[src/design/ithb_pkg.sv]
`default_nettype none

package ithb_pkg;

    // Input protocol codes
    localparam logic [1:0] PROTO_TCP    = 2'd0;
    localparam logic [1:0] PROTO_UDP    = 2'd1;
    localparam logic [1:0] PROTO_ICMP   = 2'd2;
    localparam logic [1:0] PROTO_UNUSED = 2'd3;

    // IPv4 protocol numbers
    localparam logic [7:0] IP_PROTO_TCP  = 8'd6;
    localparam logic [7:0] IP_PROTO_UDP  = 8'd17;
    localparam logic [7:0] IP_PROTO_ICMP = 8'd1;

    // Frame layout
    localparam logic [15:0] HDR_LEN   = 16'd54;
    localparam logic [15:0] ETH_LEN   = 16'd14;
    localparam logic [15:0] L4_OFF    = 16'd34;
    localparam logic [15:0] ETHERTYPE = 16'h0800;
    localparam logic [7:0]  IP_VER_IHL = 8'h45;

    // Layer four constants
    localparam logic [15:0] TCP_WINDOW    = 16'hFFFF;
    localparam logic [7:0]  TCP_DATA_OFF  = 8'h50;
    localparam logic [7:0]  TCP_FLAG_SYN  = 8'h02;
    localparam logic [7:0]  ICMP_ECHO_REQ = 8'h08;
    localparam logic [15:0] ICMP_CSUM     = 16'hF7FF;

    // Beat sequencing
    localparam logic [2:0] LAST_BEAT  = 3'd6;
    localparam logic [3:0] FULL_BYTES = 4'd8;
    localparam logic [3:0] LAST_BYTES = 4'd6;

    // Unfolded IPv4 header sum: seven 16-bit terms
    localparam int SUM_W = 19;

    typedef enum logic [1:0] {
        L4_TCP  = 2'd0,
        L4_UDP  = 2'd1,
        L4_ICMP = 2'd2
    } l4_kind_t;

    typedef struct packed {
        logic [15:0]      flen;
        l4_kind_t         kind;
        logic [7:0]       ttl;
        logic [31:0]      sip;
        logic [31:0]      dip;
        logic [15:0]      sport;
        logic [15:0]      dport;
        logic [SUM_W-1:0] hdr_sum;
    } desc_t;

endpackage

`default_nettype wire

[src/design/ithb_front.sv]
`default_nettype none

module ithb_front
(
    input  wire logic [15:0]    frame_size,
    input  wire logic [1:0]     protocol,
    input  wire logic [7:0]     ttl,
    input  wire logic [31:0]    source_ip,
    input  wire logic [31:0]    dest_ip,
    input  wire logic [15:0]    source_port,
    input  wire logic [15:0]    dest_port,
    output ithb_pkg::desc_t     desc
);
    import ithb_pkg::*;

    logic [15:0]      flen;
    logic [15:0]      tot_len;
    logic [7:0]       ip_proto;
    l4_kind_t         kind;
    logic [SUM_W-1:0] sum;

    // Clamp to the minimum header length
    assign flen    = (frame_size < HDR_LEN) ? HDR_LEN : frame_size;
    assign tot_len = flen - ETH_LEN;

    always_comb
    begin
        unique case (protocol)
            PROTO_UDP:
            begin
                kind     = L4_UDP;
                ip_proto = IP_PROTO_UDP;
            end
            PROTO_ICMP:
            begin
                kind     = L4_ICMP;
                ip_proto = IP_PROTO_ICMP;
            end
            default:
            begin
                // TCP and the unused code both build a SYN
                kind     = L4_TCP;
                ip_proto = IP_PROTO_TCP;
            end
        endcase
    end

    // Nonzero IPv4 header words; fold and invert happen in the back end
    assign sum = SUM_W'({IP_VER_IHL, 8'h00})
               + SUM_W'(tot_len)
               + SUM_W'({ttl, ip_proto})
               + SUM_W'(source_ip[31:16])
               + SUM_W'(source_ip[15:0])
               + SUM_W'(dest_ip[31:16])
               + SUM_W'(dest_ip[15:0]);

    always_comb
    begin
        desc.flen    = flen;
        desc.kind    = kind;
        desc.ttl     = ttl;
        desc.sip     = source_ip;
        desc.dip     = dest_ip;
        desc.sport   = source_port;
        desc.dport   = dest_port;
        desc.hdr_sum = sum;
    end

endmodule

`default_nettype wire

[src/design/ithb_queue.sv]
`default_nettype none

module ithb_queue
#(
    parameter int DEPTH = 2
)
(
    input  wire logic           clk,
    input  wire logic           rst_n,
    input  wire logic           push,
    input  ithb_pkg::desc_t     push_desc,
    output logic                full,
    input  wire logic           pop,
    output ithb_pkg::desc_t     head,
    output logic                empty
);
    import ithb_pkg::*;

    localparam int PTR_W = (DEPTH > 1) ? $clog2(DEPTH) : 1;
    localparam int CNT_W = $clog2(DEPTH + 1);

    desc_t            entry_reg [DEPTH];
    logic [PTR_W-1:0] wr_ptr_reg;
    logic [PTR_W-1:0] rd_ptr_reg;
    logic [CNT_W-1:0] count_reg;
    logic [CNT_W-1:0] count_next;

    assign full  = (count_reg == CNT_W'(DEPTH));
    assign empty = (count_reg == '0);
    assign head  = entry_reg[rd_ptr_reg];

    always_comb
    begin
        count_next = count_reg;
        if (push && !pop)
            count_next = count_reg + 1'b1;
        else if (pop && !push)
            count_next = count_reg - 1'b1;
    end

    always_ff @(posedge clk)
    begin
        if (push)
            entry_reg[wr_ptr_reg] <= push_desc;
    end

    always_ff @(posedge clk or negedge rst_n)
    begin
        if (!rst_n)
        begin
            wr_ptr_reg <= '0;
            rd_ptr_reg <= '0;
            count_reg  <= '0;
        end
        else
        begin
            if (push)
                wr_ptr_reg <= (wr_ptr_reg == PTR_W'(DEPTH - 1)) ? '0 : wr_ptr_reg + 1'b1;
            if (pop)
                rd_ptr_reg <= (rd_ptr_reg == PTR_W'(DEPTH - 1)) ? '0 : rd_ptr_reg + 1'b1;
            count_reg <= count_next;
        end
    end

    assert property (@(posedge clk) disable iff (!rst_n) !(pop && empty))
        else $error("queue popped while empty");

    assert property (@(posedge clk) disable iff (!rst_n)
        (push && !pop) |=> (count_reg == $past(count_reg) + 1'b1))
        else $error("queue count missed a push");

endmodule

`default_nettype wire

[src/design/ithb_back.sv]
`default_nettype none

module ithb_back
(
    input  wire logic           clk,
    input  wire logic           rst_n,
    input  wire logic [47:0]    source_mac,
    input  ithb_pkg::desc_t     head,
    input  wire logic           empty,
    output logic                pop,
    output logic                out_valid,
    input  wire logic           out_ready,
    output logic [63:0]         beat_data,
    output logic [3:0]          beat_bytes,
    output logic                last_beat,
    output logic [15:0]         frame_length
);
    import ithb_pkg::*;

    localparam logic [2:0] BEAT_ETH_DST = 3'd0;
    localparam logic [2:0] BEAT_ETH_SRC = 3'd1;
    localparam logic [2:0] BEAT_IP_LEN  = 3'd2;
    localparam logic [2:0] BEAT_IP_ADDR = 3'd3;
    localparam logic [2:0] BEAT_L4_PORT = 3'd4;
    localparam logic [2:0] BEAT_L4_MID  = 3'd5;

    logic        out_valid_reg;
    logic [63:0] beat_data_reg;
    logic [3:0]  beat_bytes_reg;
    logic        last_beat_reg;
    logic [15:0] frame_length_reg;
    logic [2:0]  beat_reg;
    logic [2:0]  beat_next;

    logic        load;
    logic        is_last;
    logic [16:0] fold1;
    logic [15:0] fold2;
    logic [15:0] ip_csum;
    logic [15:0] tot_len;
    logic [15:0] udp_len;
    logic [7:0]  ip_proto;
    logic [63:0] word;

    assign load    = !empty && (!out_valid_reg || out_ready);
    assign is_last = (beat_reg == LAST_BEAT);
    assign pop     = load && is_last;
    assign beat_next = is_last ? '0 : beat_reg + 1'b1;

    // End-around carry fold of the header sum
    assign fold1   = 17'(head.hdr_sum[15:0]) + 17'(head.hdr_sum[SUM_W-1:16]);
    assign fold2   = fold1[15:0] + 16'(fold1[16]);
    assign ip_csum = ~fold2;

    assign tot_len = head.flen - ETH_LEN;
    assign udp_len = head.flen - L4_OFF;

    always_comb
    begin
        unique case (head.kind)
            L4_UDP:  ip_proto = IP_PROTO_UDP;
            L4_ICMP: ip_proto = IP_PROTO_ICMP;
            default: ip_proto = IP_PROTO_TCP;
        endcase
    end

    always_comb
    begin
        word = '0;
        unique case (beat_reg)
            BEAT_ETH_DST: word = {48'hFFFF_FFFF_FFFF, source_mac[47:32]};
            BEAT_ETH_SRC: word = {source_mac[31:0], ETHERTYPE, IP_VER_IHL, 8'h00};
            BEAT_IP_LEN:  word = {tot_len, 32'h0, head.ttl, ip_proto};
            BEAT_IP_ADDR: word = {ip_csum, head.sip, head.dip[31:16]};
            BEAT_L4_PORT:
            begin
                case (head.kind)
                    L4_UDP:  word = {head.dip[15:0], head.sport, head.dport, udp_len};
                    L4_ICMP: word = {head.dip[15:0], ICMP_ECHO_REQ, 8'h00, ICMP_CSUM, 16'h0};
                    default: word = {head.dip[15:0], head.sport, head.dport, 16'h0};
                endcase
            end
            BEAT_L4_MID:
            begin
                if (head.kind == L4_TCP)
                    word = {48'h0, TCP_DATA_OFF, TCP_FLAG_SYN};
            end
            default:
            begin
                if (head.kind == L4_TCP)
                    word = {TCP_WINDOW, 48'h0};
            end
        endcase
    end

    // Payload of the output register
    always_ff @(posedge clk)
    begin
        if (load)
        begin
            beat_data_reg    <= word;
            beat_bytes_reg   <= is_last ? LAST_BYTES : FULL_BYTES;
            last_beat_reg    <= is_last;
            frame_length_reg <= head.flen;
        end
    end

    always_ff @(posedge clk or negedge rst_n)
    begin
        if (!rst_n)
        begin
            out_valid_reg <= 1'b0;
            beat_reg      <= '0;
        end
        else
        begin
            if (load)
            begin
                out_valid_reg <= 1'b1;
                beat_reg      <= beat_next;
            end
            else if (out_ready)
            begin
                out_valid_reg <= 1'b0;
            end
        end
    end

    assign out_valid    = out_valid_reg;
    assign beat_data    = beat_data_reg;
    assign beat_bytes   = beat_bytes_reg;
    assign last_beat    = last_beat_reg;
    assign frame_length = frame_length_reg;

    assert property (@(posedge clk) disable iff (!rst_n) beat_reg <= LAST_BEAT)
        else $error("beat counter out of range");

    assert property (@(posedge clk) disable iff (!rst_n)
        pop |=> (beat_reg == '0) && out_valid_reg && last_beat_reg)
        else $error("frame end did not restart the beat counter");

endmodule

`default_nettype wire

[src/design/ipv4_test_frame_header_builder.sv]
`default_nettype none

// IPv4 test frame header builder. Each packet description transferred on the
// input channel (size, protocol, TTL, addresses, ports) produces the 54-byte
// header of a traffic-generator frame as seven 64-bit beats in wire order,
// first wire byte in the most significant lane. Beats 0 to 5 carry 8 valid
// bytes; beat 6 carries 6 and has last_beat set. frame_length is the
// requested size raised to at least 54 and repeats on every beat. The header
// is a broadcast Ethernet header from source_mac with ethertype IPv4, an
// IPv4 header with computed checksum, and a TCP SYN (window 65535, checksum
// 0), UDP (checksum 0) or ICMP echo request header; protocol code 3 builds
// TCP. Payload bytes are not emitted. source_mac is written by a single
// cycle pulse on source_mac_we and should change only while the block is
// idle. The output beat sequencer emits one beat per cycle while out_ready
// allows, one description at a time. The front end classifies a description
// and starts the IPv4 checksum in the cycle of its transfer and places it in
// a QUEUE_DEPTH entry queue, so in_ready stays high while the queue has room
// even if the output is stalled. The first beat is registered at the output
// once the description has been written into the queue.
module ipv4_test_frame_header_builder
#(
    parameter int QUEUE_DEPTH = 2
)
(
    input  wire logic           clk,
    input  wire logic           rst_n,

    // Configuration
    input  wire logic           source_mac_we,
    input  wire logic [47:0]    source_mac,

    // Packet description channel
    input  wire logic           in_valid,
    output logic                in_ready,
    input  wire logic [15:0]    frame_size,
    input  wire logic [1:0]     protocol,
    input  wire logic [7:0]     ttl,
    input  wire logic [31:0]    source_ip,
    input  wire logic [31:0]    dest_ip,
    input  wire logic [15:0]    source_port,
    input  wire logic [15:0]    dest_port,

    // Header beat channel
    output logic                out_valid,
    input  wire logic           out_ready,
    output logic [63:0]         beat_data,
    output logic [3:0]          beat_bytes,
    output logic                last_beat,
    output logic [15:0]         frame_length
);
    import ithb_pkg::*;

    logic [47:0] source_mac_reg;
    desc_t       front_desc;
    desc_t       head_desc;
    logic        queue_full;
    logic        queue_empty;
    logic        queue_pop;
    logic        push;

    // Hold the source MAC until the next write
    always_ff @(posedge clk or negedge rst_n)
    begin
        if (!rst_n)
            source_mac_reg <= '0;
        else if (source_mac_we)
            source_mac_reg <= source_mac;
    end

    // Accept whenever the queue has room
    assign in_ready = !queue_full;
    assign push     = in_valid && in_ready;

    ithb_front u_front
    (
        .frame_size   (frame_size),
        .protocol     (protocol),
        .ttl          (ttl),
        .source_ip    (source_ip),
        .dest_ip      (dest_ip),
        .source_port  (source_port),
        .dest_port    (dest_port),
        .desc         (front_desc)
    );

    ithb_queue #(.DEPTH(QUEUE_DEPTH)) u_queue
    (
        .clk       (clk),
        .rst_n     (rst_n),
        .push      (push),
        .push_desc (front_desc),
        .full      (queue_full),
        .pop       (queue_pop),
        .head      (head_desc),
        .empty     (queue_empty)
    );

    // Advance one header beat per cycle from the queue head while out_ready allows
    ithb_back u_back
    (
        .clk          (clk),
        .rst_n        (rst_n),
        .source_mac   (source_mac_reg),
        .head         (head_desc),
        .empty        (queue_empty),
        .pop          (queue_pop),
        .out_valid    (out_valid),
        .out_ready    (out_ready),
        .beat_data    (beat_data),
        .beat_bytes   (beat_bytes),
        .last_beat    (last_beat),
        .frame_length (frame_length)
    );

endmodule

`default_nettype wire

[config.mk]
export PLATFORM = sky130hd
export DESIGN_NAME = ipv4_test_frame_header_builder
export DESIGN_NICKNAME = d
export VERILOG_FILES = /design/src/design/ithb_pkg.sv /design/src/design/ithb_front.sv /design/src/design/ithb_queue.sv /design/src/design/ithb_back.sv /design/src/design/ipv4_test_frame_header_builder.sv
export SDC_FILE = /design/constraint.sdc
export NUM_CORES = 1
export LEC_CHECK = 0
export BUFFER_PORTS_ARGS = -buffer_cell sky130_fd_sc_hd__buf_2
export CAP_MARGIN = 20
export CORE_MARGIN = 5
export CORE_UTILIZATION = 30
export DETAILED_ROUTE_END_ITERATION = 10
export PLACE_DENSITY = 0.43
export RECOVER_POWER = 100
export SETUP_SLACK_MARGIN = 0.3
export SLEW_MARGIN = 20
export SYNTH_ARGS = -nofsm -noshare
export SYNTH_HDL_FRONTEND = slang
export SYNTH_SLANG_ARGS = --single-unit
[constraint.sdc]
create_clock -name clk -period 15.7 [get_ports clk]
set_clock_uncertainty 0.1 [all_clocks]
set_input_delay 3.14 -clock clk [delete_from_list [all_inputs] [get_ports clk]]
set_output_delay 3.14 -clock clk [all_outputs]
set_load 0.02 [all_outputs]
==> results.txt <==
Status: finished, violations left
Failing checks: max-capacitance violations, max-slew violations
Setup Buffers After CTS: 0
Seq/Total Area, Yosys: 60.70%
Core footprint: 0.06716 mm2
Final Max Tran Viols: 634
DR pass1 iterations: 5
Post-synth EDFFs: 364
Largest net degree at the start of global routing: 142
Final worst path period need: 11,340 ps
Total track usage: 16.66%
Clock Path Buffers: 3
Layout cell share with drive strength beyond 1: 17.60%
Yosys warns: 0
Period utilization: 72.22%
Worst setup EP type: flip-flop
Worst endpoint required time: 15,880 ps
Max Freq: 88.20 MHz
Synth cell types: 90
Final hold vios: 0
Area grow syn2layout: 17.80%
First-pass GRT wire length: 89,920 um
Total gr overflow: 0
Fin Setup TNS: 0 ps
Drt wl/cell: 24.16 um
Die area: 0.07302 mm2
Total clock sinks: 420
Vias per std cell: 4.814
Synth Net Count: 1,686
RSZ-0062 raised after global routing: no
Mapped cell area: 0.02032 mm2
Worst Hold Depth: 1
Nets@finish: 1,950
Slew headroom: -533.0%
Post-CTS sizing: 0
DRT iter0 DRCs: 714
Comb pwr share: 40.3%
Worst-margin pin slew: 9495 ps
CP max FO: 111
Starting density of the core: 30.25%
Post-synthesis register bit count: 420
Reg power frac: 36.8%
Num CTS Buffers: 49
Port buffer count: 260
Setup Crit Path Kind: reg -> reg
Post-DRT Antenna Nets: 0
Gate Count Post-Synth: 1,412
Die H: 270.2 um
Remaining DRCs: 0
Post-CTS Hold Fix Bufs: 0
Worst hold slack: 409.7 ps
# setup viols final: 0
Clk_lat worst skew: 590 ps
Max-cap violation count: 9
Worst-path clk slew: 60 ps
Top FF cell, synth: edfxtp_1
Die width: 270.2 um
Leak pwr: 8.725 nW
Top-level port count: 262
VDD IR-drop max: 0.1017 mV
H-tree depth: 2
Switching share of total power: 37.71%
Max reg flops: 282
Vias: 12.49k
Number of global-route vias before repair: 12.92k
Routed wire length: 62,690 um
Switch Pwr: 1.960 mW
Initial antenna violation count: 13
R2R depth: 8
Clock power frac: 22.9%
DP Wirelength: 45,820 um
Worst EP arrival: 11,520 ps
Floorplan row count: 95
Clock root buffer: clkbuf_16
CTS tree: done
Power Density: 217.2 mW/mm2
RePlAce Congestion: 0.7888
Worst hold-check path type: reg -> reg
Syn avg cell area: 14.39 um2
Startpoint class of the critical path: flip-flop
Cell Int Power: 3.238 mW
Asr flop ratio synth: 13.33%
-- path summary, 6_finish.rpt --
kind	startpoint	to	slack, ps
worst min-delay path	source_mac_reg[16]	source_mac_reg[16]	410
worst max register to register	u_queue.rd_ptr_reg	u_back.beat_data[60]	4360
worst max-delay path	u_queue.rd_ptr_reg	u_back.beat_data[60]	4360
min in group asynchronous	rst_n	source_mac_reg[32]	3750
max in group asynchronous	rst_n	source_mac_reg[2]	9750
worst min register to register	source_mac_reg[16]	source_mac_reg[16]	410
-- critical path: stages, from the launching register on --
cell and delay (ps):
dfrtp_1 1830, clkbuf_1 5770, mux2i_1 1830, nor3_1 730
nor3_1 170, nand2_1 160, nor2_1 70, xnor2_1 140
o221ai_1 180
-- layer usage --
layer | global-route usage [%] | part of all wire, % | up-vias
met4 | 3.707 | 1.9 | 14
li1 | - | - | 5762
met1 | 22.67 | 45 | 6320
met2 | 27.54 | 47 | 309
met3 | 3.633 | 5.2 | 87
met5 | 0 | 0.15 | -
-- logic make-up (layout without fill, tap and decap cells) --
family	Yosys count	in the layout	share of synthesized area [%]
AOI/OAI and AO/OA	235	235	8.302
xor gates and xnor gates	82	82	3.572
adders and majority gates	99	99	8.351
buffers and inverters	190	494	3.985
DFF	420	420	60.70
muxes	182	182	9.866
other	1	7	0.01846
and+or+nand+nor	203	203	5.204
-- cells in the mapped netlist, drive strengths merged (6+ instances only) --
library cell,n,area (um2)
a211oi,7,57.55
a21oi,51,270.3
a221oi,33,301.5
and2,6,37.54
buf,29,190.2
clkbuf,35,131.4
dfrtp,56,1401
edfxtp,364,10930
fa,61,1221
ha,38,475.5
inv,122,457.9
mux2,107,1212
mux2i,75,792.0
nand2,58,217.7
nand2b,12,75.07
nand3,24,120.1
nand4,7,43.79
nor2,44,167.7
nor3,10,55.05
nor3b,6,50.05
o211ai,6,58.81
o21a,6,45.04
o21ai,57,289.0
o221ai,15,143.9
o22ai,8,50.05
or3,7,43.79
xnor2,62,550.5
xor2,20,175.2
-- layout make-up --
type / instances / area, um2
Sequential cell: 420 / 12330
Clock inverter: 24 / 299.0
Timing Repair Buffer: 280 / 1186
Fill cell: 6594 / 43230
Clock buffer: 67 / 1394
Inverter: 123 / 461.7
Multi-Input combinational cell: 802 / 7152
Tap cell: 873 / 1092
Antenna cell: 6 / 15.01
-- power by group through the flow --
stage          logic (mW)  registers [mW]  clock network, mW
3_3_place_gp         2.09            1.88                  0
2_1_floorplan        1.27            2.00                  0
5_1_grt              2.30            1.95               1.27
4_1_cts              2.12            1.87               1.23
6_report             2.09            1.91               1.19
3_5_place_dp         2.11            1.89                  0
-- through the flow --
step | power, mW | area [um2] | setup WS, ps | util (%) | cells
after floorplan | 3.273 | 20320 | 5865 | - | 1412
after global placement | 3.975 | 22580 | 6144 | 33.62 | 2497
after detailed placement | 3.996 | 22590 | 6005 | 33.64 | 2498
after CTS | 5.211 | 24290 | 6625 | 36.16 | 2589
after global routing | 5.523 | 23920 | 3379 | 35.62 | 2591
final | 5.198 | 23930 | 4362 | 35.63 | 2595
-- cell usage in the layout, fill, tap and decap left out, types with 12 or more instances in the layout --
| cell type | netlist | routed |
|---|---|---|
| xnor2_1 | 61 | 61 |
| o221ai_1 | 13 | 13 |
| clkbuf_16 | 0 | 49 |
| buf_2 | 13 | 78 |
| mux2i_1 | 71 | 74 |
| nand2b_1 | 12 | 12 |
| edfxtp_1 | 364 | 364 |
| ha_1 | 38 | 37 |
| a221oi_1 | 31 | 32 |
| xor2_1 | 20 | 20 |
| dfrtp_1 | 56 | 56 |
| inv_1 | 121 | 122 |
| mux2_2 | 105 | 104 |
| clkbuf_1 | 35 | 202 |
| a21oi_1 | 47 | 47 |
| nand3_1 | 24 | 24 |
| fa_1 | 61 | 61 |
| o21ai_0 | 56 | 56 |
| nor2_1 | 43 | 43 |
| nand2_1 | 58 | 58 |
(Power assumes the default switching activity.)
